File: src/sv/tblm_pkg.sv
// Package for the three-band level meter: constants, shared types and Q15 helpers.
package tblm_pkg;

    localparam int SAMPLE_BITS          = 16;
    localparam int SAMPLE_W             = 16;
    localparam int MAX_BLOCK_FRAMES_DEF = 4096;
    localparam int STATE_W              = 18;
    localparam int COEF_W               = 17;
    localparam int SUM_W                = 32;
    localparam int LEVEL_W              = 16;
    localparam int BAND_W               = 2;
    localparam int DIV_W                = SUM_W + 1;
    localparam int QUEUE_DEPTH          = 2;
    localparam int CFG_ADDR_W           = 3;
    localparam int CFG_DATA_W           = 32;

    localparam int FULL_SCALE_RAW = 1 << (SAMPLE_BITS - 1);
    localparam logic [LEVEL_W-1:0] FULL_SCALE =
        LEVEL_W'((FULL_SCALE_RAW > 65535) ? 65535 : FULL_SCALE_RAW);
    localparam logic [LEVEL_W-1:0] LEVEL_MAX = '1;

    localparam logic [CFG_ADDR_W-3:0] REG_CHANNEL_MODE = '0;

    localparam logic signed [COEF_W-1:0] C_BASS_FB = 17'sd31130;
    localparam logic signed [COEF_W-1:0] C_BASS_IN = 17'sd1638;
    localparam logic signed [COEF_W-1:0] C_MID_FB  = 17'sd26214;
    localparam logic signed [COEF_W-1:0] C_MID_IN  = 17'sd6554;
    localparam logic signed [COEF_W-1:0] C_HP_MID  = 17'sd22938;
    localparam logic signed [COEF_W-1:0] C_HIGH_FB = 17'sd9830;
    localparam logic signed [COEF_W-1:0] C_HIGH_IN = 17'sd22938;

    localparam logic [BAND_W-1:0] BAND_BASS = 2'd0;
    localparam logic [BAND_W-1:0] BAND_MID  = 2'd1;
    localparam logic [BAND_W-1:0] BAND_HIGH = 2'd2;

    typedef struct packed {
        logic signed [SAMPLE_W-1:0] x;
        logic                       last;
    } frame_item_t;

    typedef struct packed {
        logic full;
        logic empty;
    } fifo_stat_t;

    // Q15 product, rounded half up (floor of (a*c + 2^14) / 2^15)
    function automatic logic signed [STATE_W-1:0] mul_q15(
        input logic signed [STATE_W-1:0] a,
        input logic signed [COEF_W-1:0]  c
    );
        logic signed [STATE_W+COEF_W-1:0] p;
        p = a * c;
        p = p + 35'sd16384;
        return p[STATE_W+14:15];
    endfunction

    function automatic logic [STATE_W-1:0] abs_st(input logic signed [STATE_W-1:0] a);
        return a[STATE_W-1] ? STATE_W'(-a) : STATE_W'(a);
    endfunction

    function automatic logic [SUM_W-1:0] sat_add(
        input logic [SUM_W-1:0]   s,
        input logic [STATE_W-1:0] a
    );
        logic [SUM_W:0] r;
        r = {1'b0, s} + (SUM_W+1)'(a);
        return r[SUM_W] ? '1 : r[SUM_W-1:0];
    endfunction

    function automatic logic [LEVEL_W-1:0] clamp_level(
        input logic [DIV_W-1:0]   q,
        input logic [LEVEL_W-1:0] cap
    );
        return (q > DIV_W'(cap)) ? cap : q[LEVEL_W-1:0];
    endfunction

endpackage

File: src/sv/tblm_frame_if.sv
// Frame channel: valid/ready with the left and right samples and the block end mark.
interface tblm_frame_if
    import tblm_pkg::*;
();
    logic                       valid;
    logic                       ready;
    logic signed [SAMPLE_W-1:0] left_sample;
    logic signed [SAMPLE_W-1:0] right_sample;
    logic                       block_end;

    modport source (output valid, left_sample, right_sample, block_end, input ready);
    modport sink   (input valid, left_sample, right_sample, block_end, output ready);
endinterface

File: src/sv/tblm_level_if.sv
// Result channel: valid/ready with the per-block band levels, peak and dominant band.
interface tblm_level_if
    import tblm_pkg::*;
();
    logic                 valid;
    logic                 ready;
    logic [LEVEL_W-1:0]   bass_level;
    logic [LEVEL_W-1:0]   mid_level;
    logic [LEVEL_W-1:0]   high_level;
    logic [LEVEL_W-1:0]   peak_level;
    logic [BAND_W-1:0]    dominant_band;

    modport source (output valid, bass_level, mid_level, high_level, peak_level,
                    dominant_band, input ready);
    modport sink   (input valid, bass_level, mid_level, high_level, peak_level,
                    dominant_band, output ready);
endinterface

File: src/sv/tblm_front.sv
// Front end: channel mode register, frame intake and stereo/mono mixing.
module tblm_front
    import tblm_pkg::*;
(
    input  logic                  clk,
    input  logic                  rst_n,
    tblm_frame_if.sink            frame_in,
    input  logic                  psel,
    input  logic                  penable,
    input  logic                  pwrite,
    input  logic [CFG_ADDR_W-1:0] paddr,
    input  logic [CFG_DATA_W-1:0] pwdata,
    output logic [CFG_DATA_W-1:0] prdata,
    output logic                  pready,
    input  fifo_stat_t            q_stat,
    output logic                  q_push,
    output frame_item_t           q_item
);

    logic                       mode_reg;
    logic                       mode_next;
    logic signed [SAMPLE_W:0]   mix_sum;
    logic                       cfg_wr;

    assign pready = 1'b1;
    assign cfg_wr = psel && penable && pwrite;
    assign prdata = (paddr[CFG_ADDR_W-1:2] == REG_CHANNEL_MODE)
                  ? CFG_DATA_W'(mode_reg) : '0;

    always_comb
    begin
        mode_next = mode_reg;
        if (cfg_wr && paddr[CFG_ADDR_W-1:2] == REG_CHANNEL_MODE)
        begin
            mode_next = pwdata[0];
        end
    end

    always_ff @(posedge clk or negedge rst_n)
    begin
        if (!rst_n)
        begin
            mode_reg <= 1'b1;
        end
        else
        begin
            mode_reg <= mode_next;
        end
    end

    // floor((l + r) / 2)
    assign mix_sum = {frame_in.left_sample[SAMPLE_W-1], frame_in.left_sample}
                   + {frame_in.right_sample[SAMPLE_W-1], frame_in.right_sample};

    assign frame_in.ready = !q_stat.full;
    assign q_push         = frame_in.valid && !q_stat.full;
    assign q_item.x       = mode_reg ? mix_sum[SAMPLE_W:1] : frame_in.left_sample;
    assign q_item.last    = frame_in.block_end;

endmodule

File: src/sv/tblm_fifo.sv
// Short queue between front end and back end.
module tblm_fifo
    import tblm_pkg::*;
(
    input  logic        clk,
    input  logic        rst_n,
    input  logic        push,
    input  frame_item_t push_item,
    input  logic        pop,
    output frame_item_t pop_item,
    output fifo_stat_t  stat
);

    localparam int PTR_W = (QUEUE_DEPTH > 1) ? $clog2(QUEUE_DEPTH) : 1;
    localparam int CNT_W = $clog2(QUEUE_DEPTH + 1);

    frame_item_t        mem_reg [QUEUE_DEPTH];
    logic [PTR_W-1:0]   wr_ptr_reg;
    logic [PTR_W-1:0]   wr_ptr_next;
    logic [PTR_W-1:0]   rd_ptr_reg;
    logic [PTR_W-1:0]   rd_ptr_next;
    logic [CNT_W-1:0]   cnt_reg;
    logic [CNT_W-1:0]   cnt_next;
    logic               do_push;
    logic               do_pop;

    assign stat.full  = (cnt_reg == CNT_W'(QUEUE_DEPTH));
    assign stat.empty = (cnt_reg == '0);
    assign do_push    = push && !stat.full;
    assign do_pop     = pop && !stat.empty;
    assign pop_item   = mem_reg[rd_ptr_reg];

    always_comb
    begin
        wr_ptr_next = wr_ptr_reg;
        rd_ptr_next = rd_ptr_reg;
        cnt_next    = cnt_reg;
        if (do_push)
        begin
            wr_ptr_next = (wr_ptr_reg == PTR_W'(QUEUE_DEPTH - 1)) ? '0 : wr_ptr_reg + 1'b1;
        end
        if (do_pop)
        begin
            rd_ptr_next = (rd_ptr_reg == PTR_W'(QUEUE_DEPTH - 1)) ? '0 : rd_ptr_reg + 1'b1;
        end
        if (do_push && !do_pop)
        begin
            cnt_next = cnt_reg + 1'b1;
        end
        else if (do_pop && !do_push)
        begin
            cnt_next = cnt_reg - 1'b1;
        end
    end

    always_ff @(posedge clk or negedge rst_n)
    begin
        if (!rst_n)
        begin
            wr_ptr_reg <= '0;
            rd_ptr_reg <= '0;
            cnt_reg    <= '0;
        end
        else
        begin
            wr_ptr_reg <= wr_ptr_next;
            rd_ptr_reg <= rd_ptr_next;
            cnt_reg    <= cnt_next;
        end
    end

    always_ff @(posedge clk)
    begin
        if (do_push)
        begin
            mem_reg[wr_ptr_reg] <= push_item;
        end
    end

endmodule

File: src/sv/tblm_div.sv
// Restoring divider, one quotient bit per cycle.
module tblm_div
    import tblm_pkg::*;
#(
    parameter int MAX_BLOCK_FRAMES = MAX_BLOCK_FRAMES_DEF
)
(
    input  logic                                   clk,
    input  logic                                   rst_n,
    input  logic                                   start,
    input  logic [DIV_W-1:0]                       dividend,
    input  logic [$clog2(MAX_BLOCK_FRAMES+1)-1:0]  divisor,
    output logic                                   done,
    output logic [DIV_W-1:0]                       quotient
);

    localparam int CW    = $clog2(MAX_BLOCK_FRAMES + 1);
    localparam int STEPW = $clog2(DIV_W + 1);

    logic [CW:0]        rem_reg;
    logic [CW:0]        rem_next;
    logic [DIV_W-1:0]   quo_reg;
    logic [DIV_W-1:0]   quo_next;
    logic [CW-1:0]      dsr_reg;
    logic [CW-1:0]      dsr_next;
    logic [STEPW-1:0]   step_reg;
    logic [STEPW-1:0]   step_next;
    logic               busy_reg;
    logic               busy_next;
    logic               done_reg;
    logic               done_next;
    logic [CW:0]        rem_sh;
    logic               fits;

    assign rem_sh   = {rem_reg[CW-1:0], quo_reg[DIV_W-1]};
    assign fits     = (rem_sh >= {1'b0, dsr_reg});
    assign done     = done_reg;
    assign quotient = quo_reg;

    always_comb
    begin
        rem_next  = rem_reg;
        quo_next  = quo_reg;
        dsr_next  = dsr_reg;
        step_next = step_reg;
        busy_next = busy_reg;
        done_next = 1'b0;
        if (start)
        begin
            rem_next  = '0;
            quo_next  = dividend;
            dsr_next  = divisor;
            step_next = '0;
            busy_next = 1'b1;
        end
        else if (busy_reg)
        begin
            rem_next  = fits ? (rem_sh - {1'b0, dsr_reg}) : rem_sh;
            quo_next  = {quo_reg[DIV_W-2:0], fits};
            step_next = step_reg + 1'b1;
            if (step_reg == STEPW'(DIV_W - 1))
            begin
                busy_next = 1'b0;
                done_next = 1'b1;
            end
        end
    end

    always_ff @(posedge clk or negedge rst_n)
    begin
        if (!rst_n)
        begin
            busy_reg <= 1'b0;
            done_reg <= 1'b0;
            step_reg <= '0;
        end
        else
        begin
            busy_reg <= busy_next;
            done_reg <= done_next;
            step_reg <= step_next;
        end
    end

    always_ff @(posedge clk)
    begin
        rem_reg <= rem_next;
        quo_reg <= quo_next;
        dsr_reg <= dsr_next;
    end

endmodule

File: src/sv/tblm_back.sv
// Back end: filter sequencer, block accumulators, mean computation and result register.
module tblm_back
    import tblm_pkg::*;
#(
    parameter int MAX_BLOCK_FRAMES = MAX_BLOCK_FRAMES_DEF
)
(
    input  logic         clk,
    input  logic         rst_n,
    input  fifo_stat_t   q_stat,
    input  frame_item_t  q_item,
    output logic         q_pop,
    tblm_level_if.source level_out
);

    localparam int CW = $clog2(MAX_BLOCK_FRAMES + 1);

    typedef enum logic [5:0] {
        S_IDLE    = 6'b000001,
        S_HP      = 6'b000010,
        S_HIGH    = 6'b000100,
        S_ACC     = 6'b001000,
        S_DIVGO   = 6'b010000,
        S_DIVWAIT = 6'b100000
    } back_state_t;

    back_state_t                 state_reg;
    back_state_t                 state_next;
    logic                        emit_reg;
    logic                        emit_next;

    logic signed [SAMPLE_W-1:0]  x_reg;
    logic                        last_reg;
    logic signed [STATE_W-1:0]   bass_st_reg;
    logic signed [STATE_W-1:0]   mid_st_reg;
    logic signed [STATE_W-1:0]   high_st_reg;
    logic signed [STATE_W-1:0]   hp_reg;
    logic [SUM_W-1:0]            bass_sum_reg;
    logic [SUM_W-1:0]            mid_sum_reg;
    logic [SUM_W-1:0]            high_sum_reg;
    logic [LEVEL_W-1:0]          peak_reg;
    logic [CW-1:0]               count_reg;
    logic [BAND_W-1:0]           sel_reg;
    logic [LEVEL_W-1:0]          bass_q_reg;
    logic [LEVEL_W-1:0]          mid_q_reg;
    logic [LEVEL_W-1:0]          high_q_reg;

    logic                        out_valid_reg;
    logic [LEVEL_W-1:0]          out_bass_reg;
    logic [LEVEL_W-1:0]          out_mid_reg;
    logic [LEVEL_W-1:0]          out_high_reg;
    logic [LEVEL_W-1:0]          out_peak_reg;
    logic [BAND_W-1:0]           out_band_reg;

    logic signed [STATE_W-1:0]   x_ext;
    logic signed [STATE_W-1:0]   item_ext;
    logic [SAMPLE_W-1:0]         abs_x;
    logic                        div_start;
    logic                        div_done;
    logic [DIV_W-1:0]            div_quo;
    logic [DIV_W-1:0]            div_dividend;
    logic [SUM_W-1:0]            sel_sum;
    logic                        load_out;
    logic [BAND_W-1:0]           band;

    assign x_ext    = STATE_W'(x_reg);
    assign item_ext = STATE_W'(q_item.x);
    assign abs_x    = x_reg[SAMPLE_W-1] ? SAMPLE_W'(-x_reg) : SAMPLE_W'(x_reg);
    assign q_pop    = (state_reg == S_IDLE) && !emit_reg && !q_stat.empty;
    assign load_out = emit_reg && (!out_valid_reg || level_out.ready);

    always_comb
    begin
        case (sel_reg)
            BAND_BASS: sel_sum = bass_sum_reg;
            BAND_MID:  sel_sum = mid_sum_reg;
            default:   sel_sum = high_sum_reg;
        endcase
    end

    assign div_dividend = {1'b0, sel_sum} + DIV_W'(count_reg >> 1);
    assign div_start    = (state_reg == S_DIVGO);

    always_comb
    begin
        if (bass_sum_reg >= mid_sum_reg && bass_sum_reg >= high_sum_reg)
        begin
            band = BAND_BASS;
        end
        else if (mid_sum_reg >= high_sum_reg)
        begin
            band = BAND_MID;
        end
        else
        begin
            band = BAND_HIGH;
        end
    end

    tblm_div #(
        .MAX_BLOCK_FRAMES (MAX_BLOCK_FRAMES)
    ) u_div (
        .clk      (clk),
        .rst_n    (rst_n),
        .start    (div_start),
        .dividend (div_dividend),
        .divisor  (count_reg),
        .done     (div_done),
        .quotient (div_quo)
    );

    always_comb
    begin
        state_next = state_reg;
        emit_next  = emit_reg;
        unique case (state_reg)
            S_IDLE:
            begin
                if (load_out)
                begin
                    emit_next = 1'b0;
                end
                else if (q_pop)
                begin
                    state_next = S_HP;
                end
            end
            S_HP:      state_next = S_HIGH;
            S_HIGH:    state_next = S_ACC;
            S_ACC:     state_next = last_reg ? S_DIVGO : S_IDLE;
            S_DIVGO:   state_next = S_DIVWAIT;
            S_DIVWAIT:
            begin
                if (div_done)
                begin
                    if (sel_reg == BAND_HIGH)
                    begin
                        state_next = S_IDLE;
                        emit_next  = 1'b1;
                    end
                    else
                    begin
                        state_next = S_DIVGO;
                    end
                end
            end
            default:   state_next = S_IDLE;
        endcase
    end

    always_ff @(posedge clk or negedge rst_n)
    begin
        if (!rst_n)
        begin
            state_reg     <= S_IDLE;
            emit_reg      <= 1'b0;
            out_valid_reg <= 1'b0;
            bass_st_reg   <= '0;
            mid_st_reg    <= '0;
            high_st_reg   <= '0;
            bass_sum_reg  <= '0;
            mid_sum_reg   <= '0;
            high_sum_reg  <= '0;
            peak_reg      <= '0;
            count_reg     <= '0;
            sel_reg       <= BAND_BASS;
        end
        else
        begin
            state_reg <= state_next;
            emit_reg  <= emit_next;

            if (load_out)
            begin
                out_valid_reg <= 1'b1;
            end
            else if (level_out.ready)
            begin
                out_valid_reg <= 1'b0;
            end

            if (q_pop)
            begin
                bass_st_reg <= mul_q15(bass_st_reg, C_BASS_FB) + mul_q15(item_ext, C_BASS_IN);
                mid_st_reg  <= mul_q15(mid_st_reg, C_MID_FB) + mul_q15(item_ext, C_MID_IN);
            end

            if (state_reg == S_HIGH)
            begin
                high_st_reg <= mul_q15(high_st_reg, C_HIGH_FB) + mul_q15(hp_reg, C_HIGH_IN);
            end

            if (state_reg == S_ACC)
            begin
                bass_sum_reg <= sat_add(bass_sum_reg, abs_st(bass_st_reg));
                mid_sum_reg  <= sat_add(mid_sum_reg, abs_st(mid_st_reg));
                high_sum_reg <= sat_add(high_sum_reg, abs_st(high_st_reg));
                if (abs_x > peak_reg)
                begin
                    peak_reg <= abs_x;
                end
                if (count_reg < CW'(MAX_BLOCK_FRAMES))
                begin
                    count_reg <= count_reg + 1'b1;
                end
                sel_reg <= BAND_BASS;
            end
            else if (state_reg == S_DIVWAIT && div_done && sel_reg != BAND_HIGH)
            begin
                sel_reg <= sel_reg + 1'b1;
            end

            if (load_out)
            begin
                bass_sum_reg <= '0;
                mid_sum_reg  <= '0;
                high_sum_reg <= '0;
                peak_reg     <= '0;
                count_reg    <= '0;
            end
        end
    end

    always_ff @(posedge clk)
    begin
        if (q_pop)
        begin
            x_reg    <= q_item.x;
            last_reg <= q_item.last;
        end
        if (state_reg == S_HP)
        begin
            hp_reg <= x_ext - mul_q15(mid_st_reg, C_HP_MID);
        end
        if (state_reg == S_DIVWAIT && div_done)
        begin
            case (sel_reg)
                BAND_BASS: bass_q_reg <= clamp_level(div_quo, FULL_SCALE);
                BAND_MID:  mid_q_reg  <= clamp_level(div_quo, FULL_SCALE);
                default:   high_q_reg <= clamp_level(div_quo, LEVEL_MAX);
            endcase
        end
        if (load_out)
        begin
            out_bass_reg <= bass_q_reg;
            out_mid_reg  <= mid_q_reg;
            out_high_reg <= high_q_reg;
            out_peak_reg <= (peak_reg > FULL_SCALE) ? FULL_SCALE : peak_reg;
            out_band_reg <= band;
        end
    end

    assign level_out.valid         = out_valid_reg;
    assign level_out.bass_level    = out_bass_reg;
    assign level_out.mid_level     = out_mid_reg;
    assign level_out.high_level    = out_high_reg;
    assign level_out.peak_level    = out_peak_reg;
    assign level_out.dominant_band = out_band_reg;

endmodule

File: src/sv/three_band_level_meter_core.sv
// Top level of the three-band level meter.
//
// frame_in carries one audio frame per transfer (left, right, block_end).
// level_out carries one result per block, on the frame marked block_end:
// mean absolute bass, mid and high filter outputs, the peak sample and the
// dominant band. channel_mode (APB, address 0) selects mono or stereo mix.
//
// Frames pass the filter sequencer one at a time (bass/mid update,
// high-pass tap product, high update, accumulate) before the next is
// taken; a block_end frame stalls it until the block result is loaded.
// A two-entry queue sits between intake and the sequencer.
// After the block_end frame leaves the queue, a result passes the filters,
// the three means via the shared 33-step divider and the result register.
// Reset clears filter states, sums, peak and frame count and sets stereo.
// While level_out stalls, the result holds and the next block keeps
// running; a following result waits until the held one is taken.
module three_band_level_meter_core
    import tblm_pkg::*;
#(
    parameter int MAX_BLOCK_FRAMES = MAX_BLOCK_FRAMES_DEF
)
(
    input  logic                  clk,
    input  logic                  rst_n,
    tblm_frame_if.sink            frame_in,
    tblm_level_if.source          level_out,
    input  logic                  psel,
    input  logic                  penable,
    input  logic                  pwrite,
    input  logic [CFG_ADDR_W-1:0] paddr,
    input  logic [CFG_DATA_W-1:0] pwdata,
    output logic [CFG_DATA_W-1:0] prdata,
    output logic                  pready
);

    fifo_stat_t  q_stat;
    logic        q_push;
    logic        q_pop;
    frame_item_t q_in;
    frame_item_t q_out;

    tblm_front u_front (
        .clk      (clk),
        .rst_n    (rst_n),
        .frame_in (frame_in),
        .psel     (psel),
        .penable  (penable),
        .pwrite   (pwrite),
        .paddr    (paddr),
        .pwdata   (pwdata),
        .prdata   (prdata),
        .pready   (pready),
        .q_stat   (q_stat),
        .q_push   (q_push),
        .q_item   (q_in)
    );

    tblm_fifo u_fifo (
        .clk       (clk),
        .rst_n     (rst_n),
        .push      (q_push),
        .push_item (q_in),
        .pop       (q_pop),
        .pop_item  (q_out),
        .stat      (q_stat)
    );

    tblm_back #(
        .MAX_BLOCK_FRAMES (MAX_BLOCK_FRAMES)
    ) u_back (
        .clk       (clk),
        .rst_n     (rst_n),
        .q_stat    (q_stat),
        .q_item    (q_out),
        .q_pop     (q_pop),
        .level_out (level_out)
    );

endmodule

File: src/flat_wrapper.sv
// flat-port wrapper written by rule: the top's interface ports become plain ports
module three_band_level_meter_core_flat import tblm_pkg::*;
#(
    parameter int MAX_BLOCK_FRAMES = MAX_BLOCK_FRAMES_DEF
)
  (clk, rst_n, psel, penable, pwrite, paddr, pwdata, prdata, pready, frame_in_valid, frame_in_left_sample, frame_in_right_sample, frame_in_block_end, frame_in_ready, level_out_valid, level_out_bass_level, level_out_mid_level, level_out_high_level, level_out_peak_level, level_out_dominant_band, level_out_ready);
  tblm_frame_if frame_in_i ();
  tblm_level_if level_out_i ();
  input  logic clk;
  input  logic rst_n;
  input  logic psel;
  input  logic penable;
  input  logic pwrite;
  input  logic [CFG_ADDR_W-1:0] paddr;
  input  logic [CFG_DATA_W-1:0] pwdata;
  output logic [CFG_DATA_W-1:0] prdata;
  output logic pready;
  input wire logic [$bits(frame_in_i.valid)-1:0] frame_in_valid;
  input wire logic [$bits(frame_in_i.left_sample)-1:0] frame_in_left_sample;
  input wire logic [$bits(frame_in_i.right_sample)-1:0] frame_in_right_sample;
  input wire logic [$bits(frame_in_i.block_end)-1:0] frame_in_block_end;
  output wire logic [$bits(frame_in_i.ready)-1:0] frame_in_ready;
  output wire logic [$bits(level_out_i.valid)-1:0] level_out_valid;
  output wire logic [$bits(level_out_i.bass_level)-1:0] level_out_bass_level;
  output wire logic [$bits(level_out_i.mid_level)-1:0] level_out_mid_level;
  output wire logic [$bits(level_out_i.high_level)-1:0] level_out_high_level;
  output wire logic [$bits(level_out_i.peak_level)-1:0] level_out_peak_level;
  output wire logic [$bits(level_out_i.dominant_band)-1:0] level_out_dominant_band;
  input wire logic [$bits(level_out_i.ready)-1:0] level_out_ready;
  assign frame_in_i.valid = frame_in_valid;
  assign frame_in_i.left_sample = frame_in_left_sample;
  assign frame_in_i.right_sample = frame_in_right_sample;
  assign frame_in_i.block_end = frame_in_block_end;
  assign frame_in_ready = frame_in_i.ready;
  assign level_out_valid = level_out_i.valid;
  assign level_out_bass_level = level_out_i.bass_level;
  assign level_out_mid_level = level_out_i.mid_level;
  assign level_out_high_level = level_out_i.high_level;
  assign level_out_peak_level = level_out_i.peak_level;
  assign level_out_dominant_band = level_out_i.dominant_band;
  assign level_out_i.ready = level_out_ready;
  three_band_level_meter_core #(.MAX_BLOCK_FRAMES(MAX_BLOCK_FRAMES)) u_core (.clk(clk), .rst_n(rst_n), .frame_in(frame_in_i), .level_out(level_out_i), .psel(psel), .penable(penable), .pwrite(pwrite), .paddr(paddr), .pwdata(pwdata), .prdata(prdata), .pready(pready));
endmodule
File: config.mk
export PLATFORM = sky130hd
export DESIGN_NAME = three_band_level_meter_core_flat
export DESIGN_NICKNAME = d
export VERILOG_FILES = /design/src/sv/tblm_pkg.sv /design/src/sv/tblm_frame_if.sv /design/src/sv/tblm_level_if.sv /design/src/sv/tblm_front.sv /design/src/sv/tblm_fifo.sv /design/src/sv/tblm_div.sv /design/src/sv/tblm_back.sv /design/src/sv/three_band_level_meter_core.sv /design/src/flat_wrapper.sv
export SDC_FILE = /design/constraint.sdc
export NUM_CORES = 2
export LEC_CHECK = 0
export BUFFER_PORTS_ARGS = -buffer_cell sky130_fd_sc_hd__buf_2
export CAP_MARGIN = 20
export CORE_ASPECT_RATIO = 1.5
export CORE_MARGIN = 2
export CORE_UTILIZATION = 45
export DETAILED_ROUTE_END_ITERATION = 7
export GPL_TIMING_DRIVEN = 1
export PLACE_DENSITY = 0.58
export SYNTH_ARGS = -nofsm -noshare
export SYNTH_HDL_FRONTEND = slang
export SYNTH_SLANG_ARGS = --single-unit
File: constraint.sdc
create_clock -name clk -period 12.85 [get_ports clk]
set_clock_uncertainty 0.2 [all_clocks]
set_input_delay 0.6425 -clock clk [delete_from_list [all_inputs] [get_ports clk]]
set_output_delay 0.6425 -clock clk [all_outputs]
set_load 0.01 [all_outputs]
; ---- Yosys cells after proc, flatten, opt, wreduce, memory -nomap -nowiden
; Memory sizes are Yosys's and may differ from the RTL's.
; Cells that the tools add are included.
[totals]
word_cells = 190
latchBits = 0
n_memories = 1
out_inout_bits = 101
input_bits = 75
mem_bits_rw = 34
romBits = 0
regBits = 410
[memory_table]
columns = name, depth, width, rd, rd_clocked_by_memory_dff, wr, line_no
row1 = u_core.u_fifo.mem_reg, 2, 17, 1, 0, 1, tblm_fifo.sv:17  ; frame_item_t mem_reg [QUEUE_DEPTH];
[op_classes]
addsub = 28
eq_ne = 16
order_cmp = 9
reduce_logical = 39
bitwise = 2
n_div = 0
shift = 0
mux = 55
multipliers = 7
[op_table]
columns = op, n
row1 = 32-bit 2-to-1 mux, 9
row2 = 33-bit by 16-bit adder with 33-bit output (second input constant), 5
row3 = 18-bit by 15-bit multiplier with 32-bit output (second input constant), 4
row4 = 32-bit by 18-bit adder with 33-bit output, 3
row5 = 32-bit >= comparator, 3
row6 = 16-bit 2-to-1 mux, 6
row7 = 33-bit by 16-bit > comparator with 1-bit output (second input constant), 2
row8 = 33-bit 2-to-1 mux, 2
row9 = 32-bit case mux with 2 select lines, 1
row10 = 18-bit 2-to-1 mux, 3
row11 = 18-bit negation, 3
row12 = 13-bit 2-to-1 mux, 4
row13 = 6-bit case mux with 6 select lines, 1
row14 = 32-bit by 12-bit adder with 33-bit output, 1
row15 = 18-bit by 14-bit multiplier with 32-bit output (second input constant), 1
row16 = 30-bit by 16-bit adder with 31-bit output (second input constant), 1
row17 = 6-bit 2-to-1 mux, 5
row18 = 28-bit by 16-bit adder with 29-bit output (second input constant), 1
row19 = 16-bit by 13-bit multiplier with 29-bit output (second input constant), 1
row20 = 16-bit by 11-bit multiplier with 27-bit output (second input constant), 1
row21 = 18-bit by 14-bit adder with 18-bit output, 1
row22 = 18-bit by 16-bit adder with 18-bit output, 1
row23 = 18-bit adder, 1
row24 = 16-bit by 18-bit subtractor with 18-bit output, 1
row25 = 36 further kinds, 95

; ---- Logic depth before layout (Yosys ltp)
[depth]
word_depth = 8
depth_mapped = 38

; ---- Hierarchy
; Synthesis repeated with hierarchy kept, for this count alone.
[unflattened]
hier_cells = 6744
area_unflattened_um2 = 63016.7
[modules_own_cells]
columns = mod, seq_area_each_um2, instances, cells_per_inst, area_each_um2
row1 = tblm_back, 9205.1, 1, 6210, 56771.9
row2 = tblm_div, 1841.8, 1, 291, 3457.1
row3 = tblm_fifo, 1121.1, 1, 72, 1473.9
row4 = tblm_front, 26.3, 1, 171, 1313.8

; ---- Worst setup path after synthesis
; Ideal clock, no wire load.
[synth_path]
path_kind = reg-to-reg
startpoint = register u_core.u_fifo.rd_ptr_reg
endpoint = register u_core.u_back.mid_st_reg[17]
t_arrival_ps = 8718
synth_period_minus_slack_ps = 8994
path_stages_with_launch = 32
n_path_buf = 2
required_time_ps = 12574
setup_time_ps = 76
slack_ps = 3856
path_cell_list = dfrtp_1 > buf_2 > mux2i_1 > clkbuf_1 > fa_1 > inv_1 > ha_1 > fa_1 > inv_1 > fa_1 > inv_1 > ha_1 > nand2_1 > o21ai_0 > nor4bb_1 > or3b_2 > nand3_1 > o311ai_0 > nor4b_2 > and3_1 > and2_1 > nand3_1 > xor2_1 > nand2_1 > xnor2_1 > ha_1 > and3_1 > a21oi_1 > o21ai_0 > o41ai_1 > xnor3_1 > o21ai_1
[synth_via]
elab_chain_cells = 4
[synth_rtl]
columns = element, line_no
row1 = from (decl), tblm_fifo.sv:20  ; logic [PTR_W-1:0] rd_ptr_reg;
row2 = from (signal assigned), tblm_fifo.sv:67  ; rd_ptr_reg <= rd_ptr_next;
row3 = memory 2 x 17 bit, n/a
row4 = 16-bit by 13-bit multiplier with 29-bit output, tblm_pkg.sv:52  ; p = a * c;
row5 = 30-bit by 16-bit adder with 31-bit output, tblm_pkg.sv:53  ; p = p + 35'sd16384;
row6 = 18-bit by 16-bit adder with 18-bit output, tblm_back.sv:185  ; mid_st_reg <= mul_q15(mid_st_reg, C_MID_FB) + mul_q15(item_ext, C_MID_IN);
row7 = to (signal assigned), tblm_back.sv:185
row8 = to (decl), tblm_back.sv:35  ; logic signed [STATE_W-1:0] mid_st_reg;
; Every way passes these cells.
; A chain may end at the register's enable or synchronous reset.

==> qor.yml <==
antenna_found_initial: 1
hpwlAfterDp_microns: 125400
insertion_delay_ps: 680
rsz0062_at_grt: "false"
relSlewSlack_pct: 32.37
slowest_stage: "o41ai_1"
startpoint_type: "flip-flop"
syn2layout_area_growth_pct: 6.953
vias: 45478
regArea_sq_um: 12200
setup_viol: 0
synth_top_family_by_area: "adder cells"
synthMuxAreaShare_pct: 0.9255
cp_top_family: "compound AO/OA/AOI/OAI gates"
num_rows: 167
nets: 8482
ys_warn_count: 0
portBuffers: 110
r2r_cells: 34
track_usage_pct: 21.84
routed_wl_microns: 151000
worstSetupEndpointType: "flip-flop"
hold_viol: 0
yosysUniqueCellTypes: 110
synth-simple-area-share_pct: 10.50
clockBufferDepth: 3
path_depth: 34
final.fill_count: 12995
synthTopCellsByArea: "ha_1 (20%), fa_1 (19%), edfxtp_1 (11%), inv_1 (8.4%), dfrtp_1 (8.0%)"
pin_count: 176
syn_area_per_cell_sq_um: 9.281
maxCapViolCount: 0
hold_class: "input pin to flip-flop"
die_y_microns: 459.8
crit_buf_inv: 6
drt_pass1_iterations: 8
drc_errors: 0
cts_tree: "yes"
gr-total-overflow: 0
netlist_area_sq_um: 62320
path_class: "flip-flop to flip-flop"
largest_register_ffs: 34
initial_core_util_pct: 45.26
synth_edf_count: 229
cp_max_fo: 12
synth_top_area_share_pct: 20.48
die-width_microns: 307.9
critical-path-max-stage-delay_ps: 720
core_area_sq_um: 137700
post-synth-top-area-cell: "ha_1"
arrival_ps: 10810
status: "finished, final reports clean"
layout-drive-gt1-share_pct: 4.800
synthCells: 6715
wl_per_cell_microns: 17.54
cts.sink_count: 444
htreeDepth: 2
cts_buffers: 51
setup_tns_ps: 0
fin_crit_sh_pct: 81.10
max_freq_mhz: 95.96
min_path_cells: 3
postSynth.asyncResetShare_pct: 45.50
crit_required_ps: 13240
slew_viol_final: 0
period_needed_ps: 10420
multi_input_area_sq_um: 44310
postCtsResizedCells: 0
die_area_sq_um: 141500
fin_util_pct: 48.41
grt_pass1_wl_microns: 247000
synth_compound_area_share_pct: 12.66
ys_ff_latch: 444
clk_pin_slew_ps: 60
drt-vias-per-instance: 5.283
synthXorXnorAreaFrac_pct: 7.218
synth_fa_ha_area_share_pct: 39.53
grt_pass1_vias: 47782
cts_root_buf: "clkbuf_16"
worst_slew_pin_slew_ps: 1014
drtAntennaViolNets: 0
grt_max_degree: 131
gp_congestion: 0.9055
ys_seq_area_share_pct: 19.57
first_iter_violations: 2015
ys.flop_type: "edfxtp_1"
[cell usage in the layout, fill, tap and decap left out, types with 17 or more instances in the layout]
cell type and n:
a31oi_1 80, o31ai_1 37, and3_1 59, edfxtp_1 229, nand3_1 90, a21oi_1 289
o21a_1 32, clkbuf_16 51, nand2b_1 73, a21boi_0 25, buf_4 32, xor2_1 188
o21ai_0 330, nor3_1 85, o21bai_1 41, nor2_1 302, fa_1 593, or3_1 34
nor4_1 34, xnor2_1 316, a211oi_1 45, conb_1 32, mux2_2 17, a22oi_1 25
inv_1 1389, buf_2 109, a21o_1 137, and2_1 33, nor2b_1 55, nand2_1 383
dfrtp_1 199, mux2i_1 36, nand4_1 50, ha_1 1020
[kinds of logic (layout without fill, tap and decap cells)]
kind of cell | count (synthesis) | count (layout)
AO/OA/AOI/OAI | 1226 | 1226
flip-flops | 444 | 444
other | 2 | 34
adder cells (fa/ha/maj) | 1613 | 1613
multiplexers | 55 | 55
buffers and inverters | 1551 | 1639
XOR/XNOR | 508 | 508
AND/OR/NAND/NOR | 1316 | 1316
[final cells by class]
| type | count | area share, % |
|---|---|---|
| clock buffer | 57 | 1.994 |
| tap | 1774 | 3.330 |
| clock inverter | 35 | 0.6213 |
| multi-input combinational | 4750 | 66.48 |
| timing repair buffer | 151 | 1.410 |
| sequential | 444 | 18.30 |
| antenna | 2 | 0.007509 |
| inverter | 1396 | 7.865 |
[path summary, 6_finish.rpt]
path,start,to,slack [ps]
worst max-delay path,u_core.u_fifo.rd_ptr_reg,u_core.u_back.mid_st_reg[17],2430
worst max register to register,u_core.u_fifo.rd_ptr_reg,u_core.u_back.mid_st_reg[17],2430
worst min-delay path,level_out_ready,u_core.u_back.level_out.valid,70
max in group asynchronous,rst_n,u_core.u_back.peak_reg[6],10720
worst min register to register,u_core.u_back.bass_q_reg[14],u_core.u_back.level_out.bass_level[14],220
min in group asynchronous,rst_n,u_core.u_back.bass_st_reg[15],390
[repair_timing]
action	in CTS	in global routing
hold endpoints to repair	74	0
buffers inserted	0	0
hold buffers	3	0
[cells in the mapped netlist, drive strengths merged, types with 51 or more instances]
library cell and n:
xor2 188, nand4 51, and3 60, fa 593, a31oi 80, ha 1020, inv 1393, clkbuf 107
nor2b 55, nand2b 74, nand3 90, a21oi 289, nor3 92, nor2 304, dfrtp 200, edfxtp 229
nand2 384, o21ai 338, a21o 137, xnor2 317
[layer usage]
metal,up-vias,part of all wire (%),GRT usage (%)
met3,264,2.3,1.791
met4,0,4.4,8.856
li1,22448,-,-
met2,622,54,41.87
met1,22144,40,24.59
met5,-,0,0
[worst reg2reg max path, delay by kind of cell (launching register included)]
family / cells / cell delay (ps)
AO/OA/AOI/OAI: 12 / 3530
adder cells (fa/ha/maj): 8 / 3040
AND/OR/NAND/NOR: 4 / 840
XOR/XNOR: 3 / 840
buffers and inverters: 6 / 750
multiplexers: 1 / 650
flip-flops: 1 / 530
[through the flow]
step                      std cells  worst slack [ps]  hold slack, ps  cell area (sq um)
after global placement         8508              2510           200.9              64810
after detailed placement       8508              2370           204.5              64810
after floorplan                6745              3856           146.9              62430
final                          8609              2429           68.62              66650
after global routing           8608              1635           63.50              66650
after CTS                      8603              2343           10.61              66580
Power is left out: the tool's default activity adds up to more than one toggle a clock period on the data nets, which glitch-free logic cannot reach.
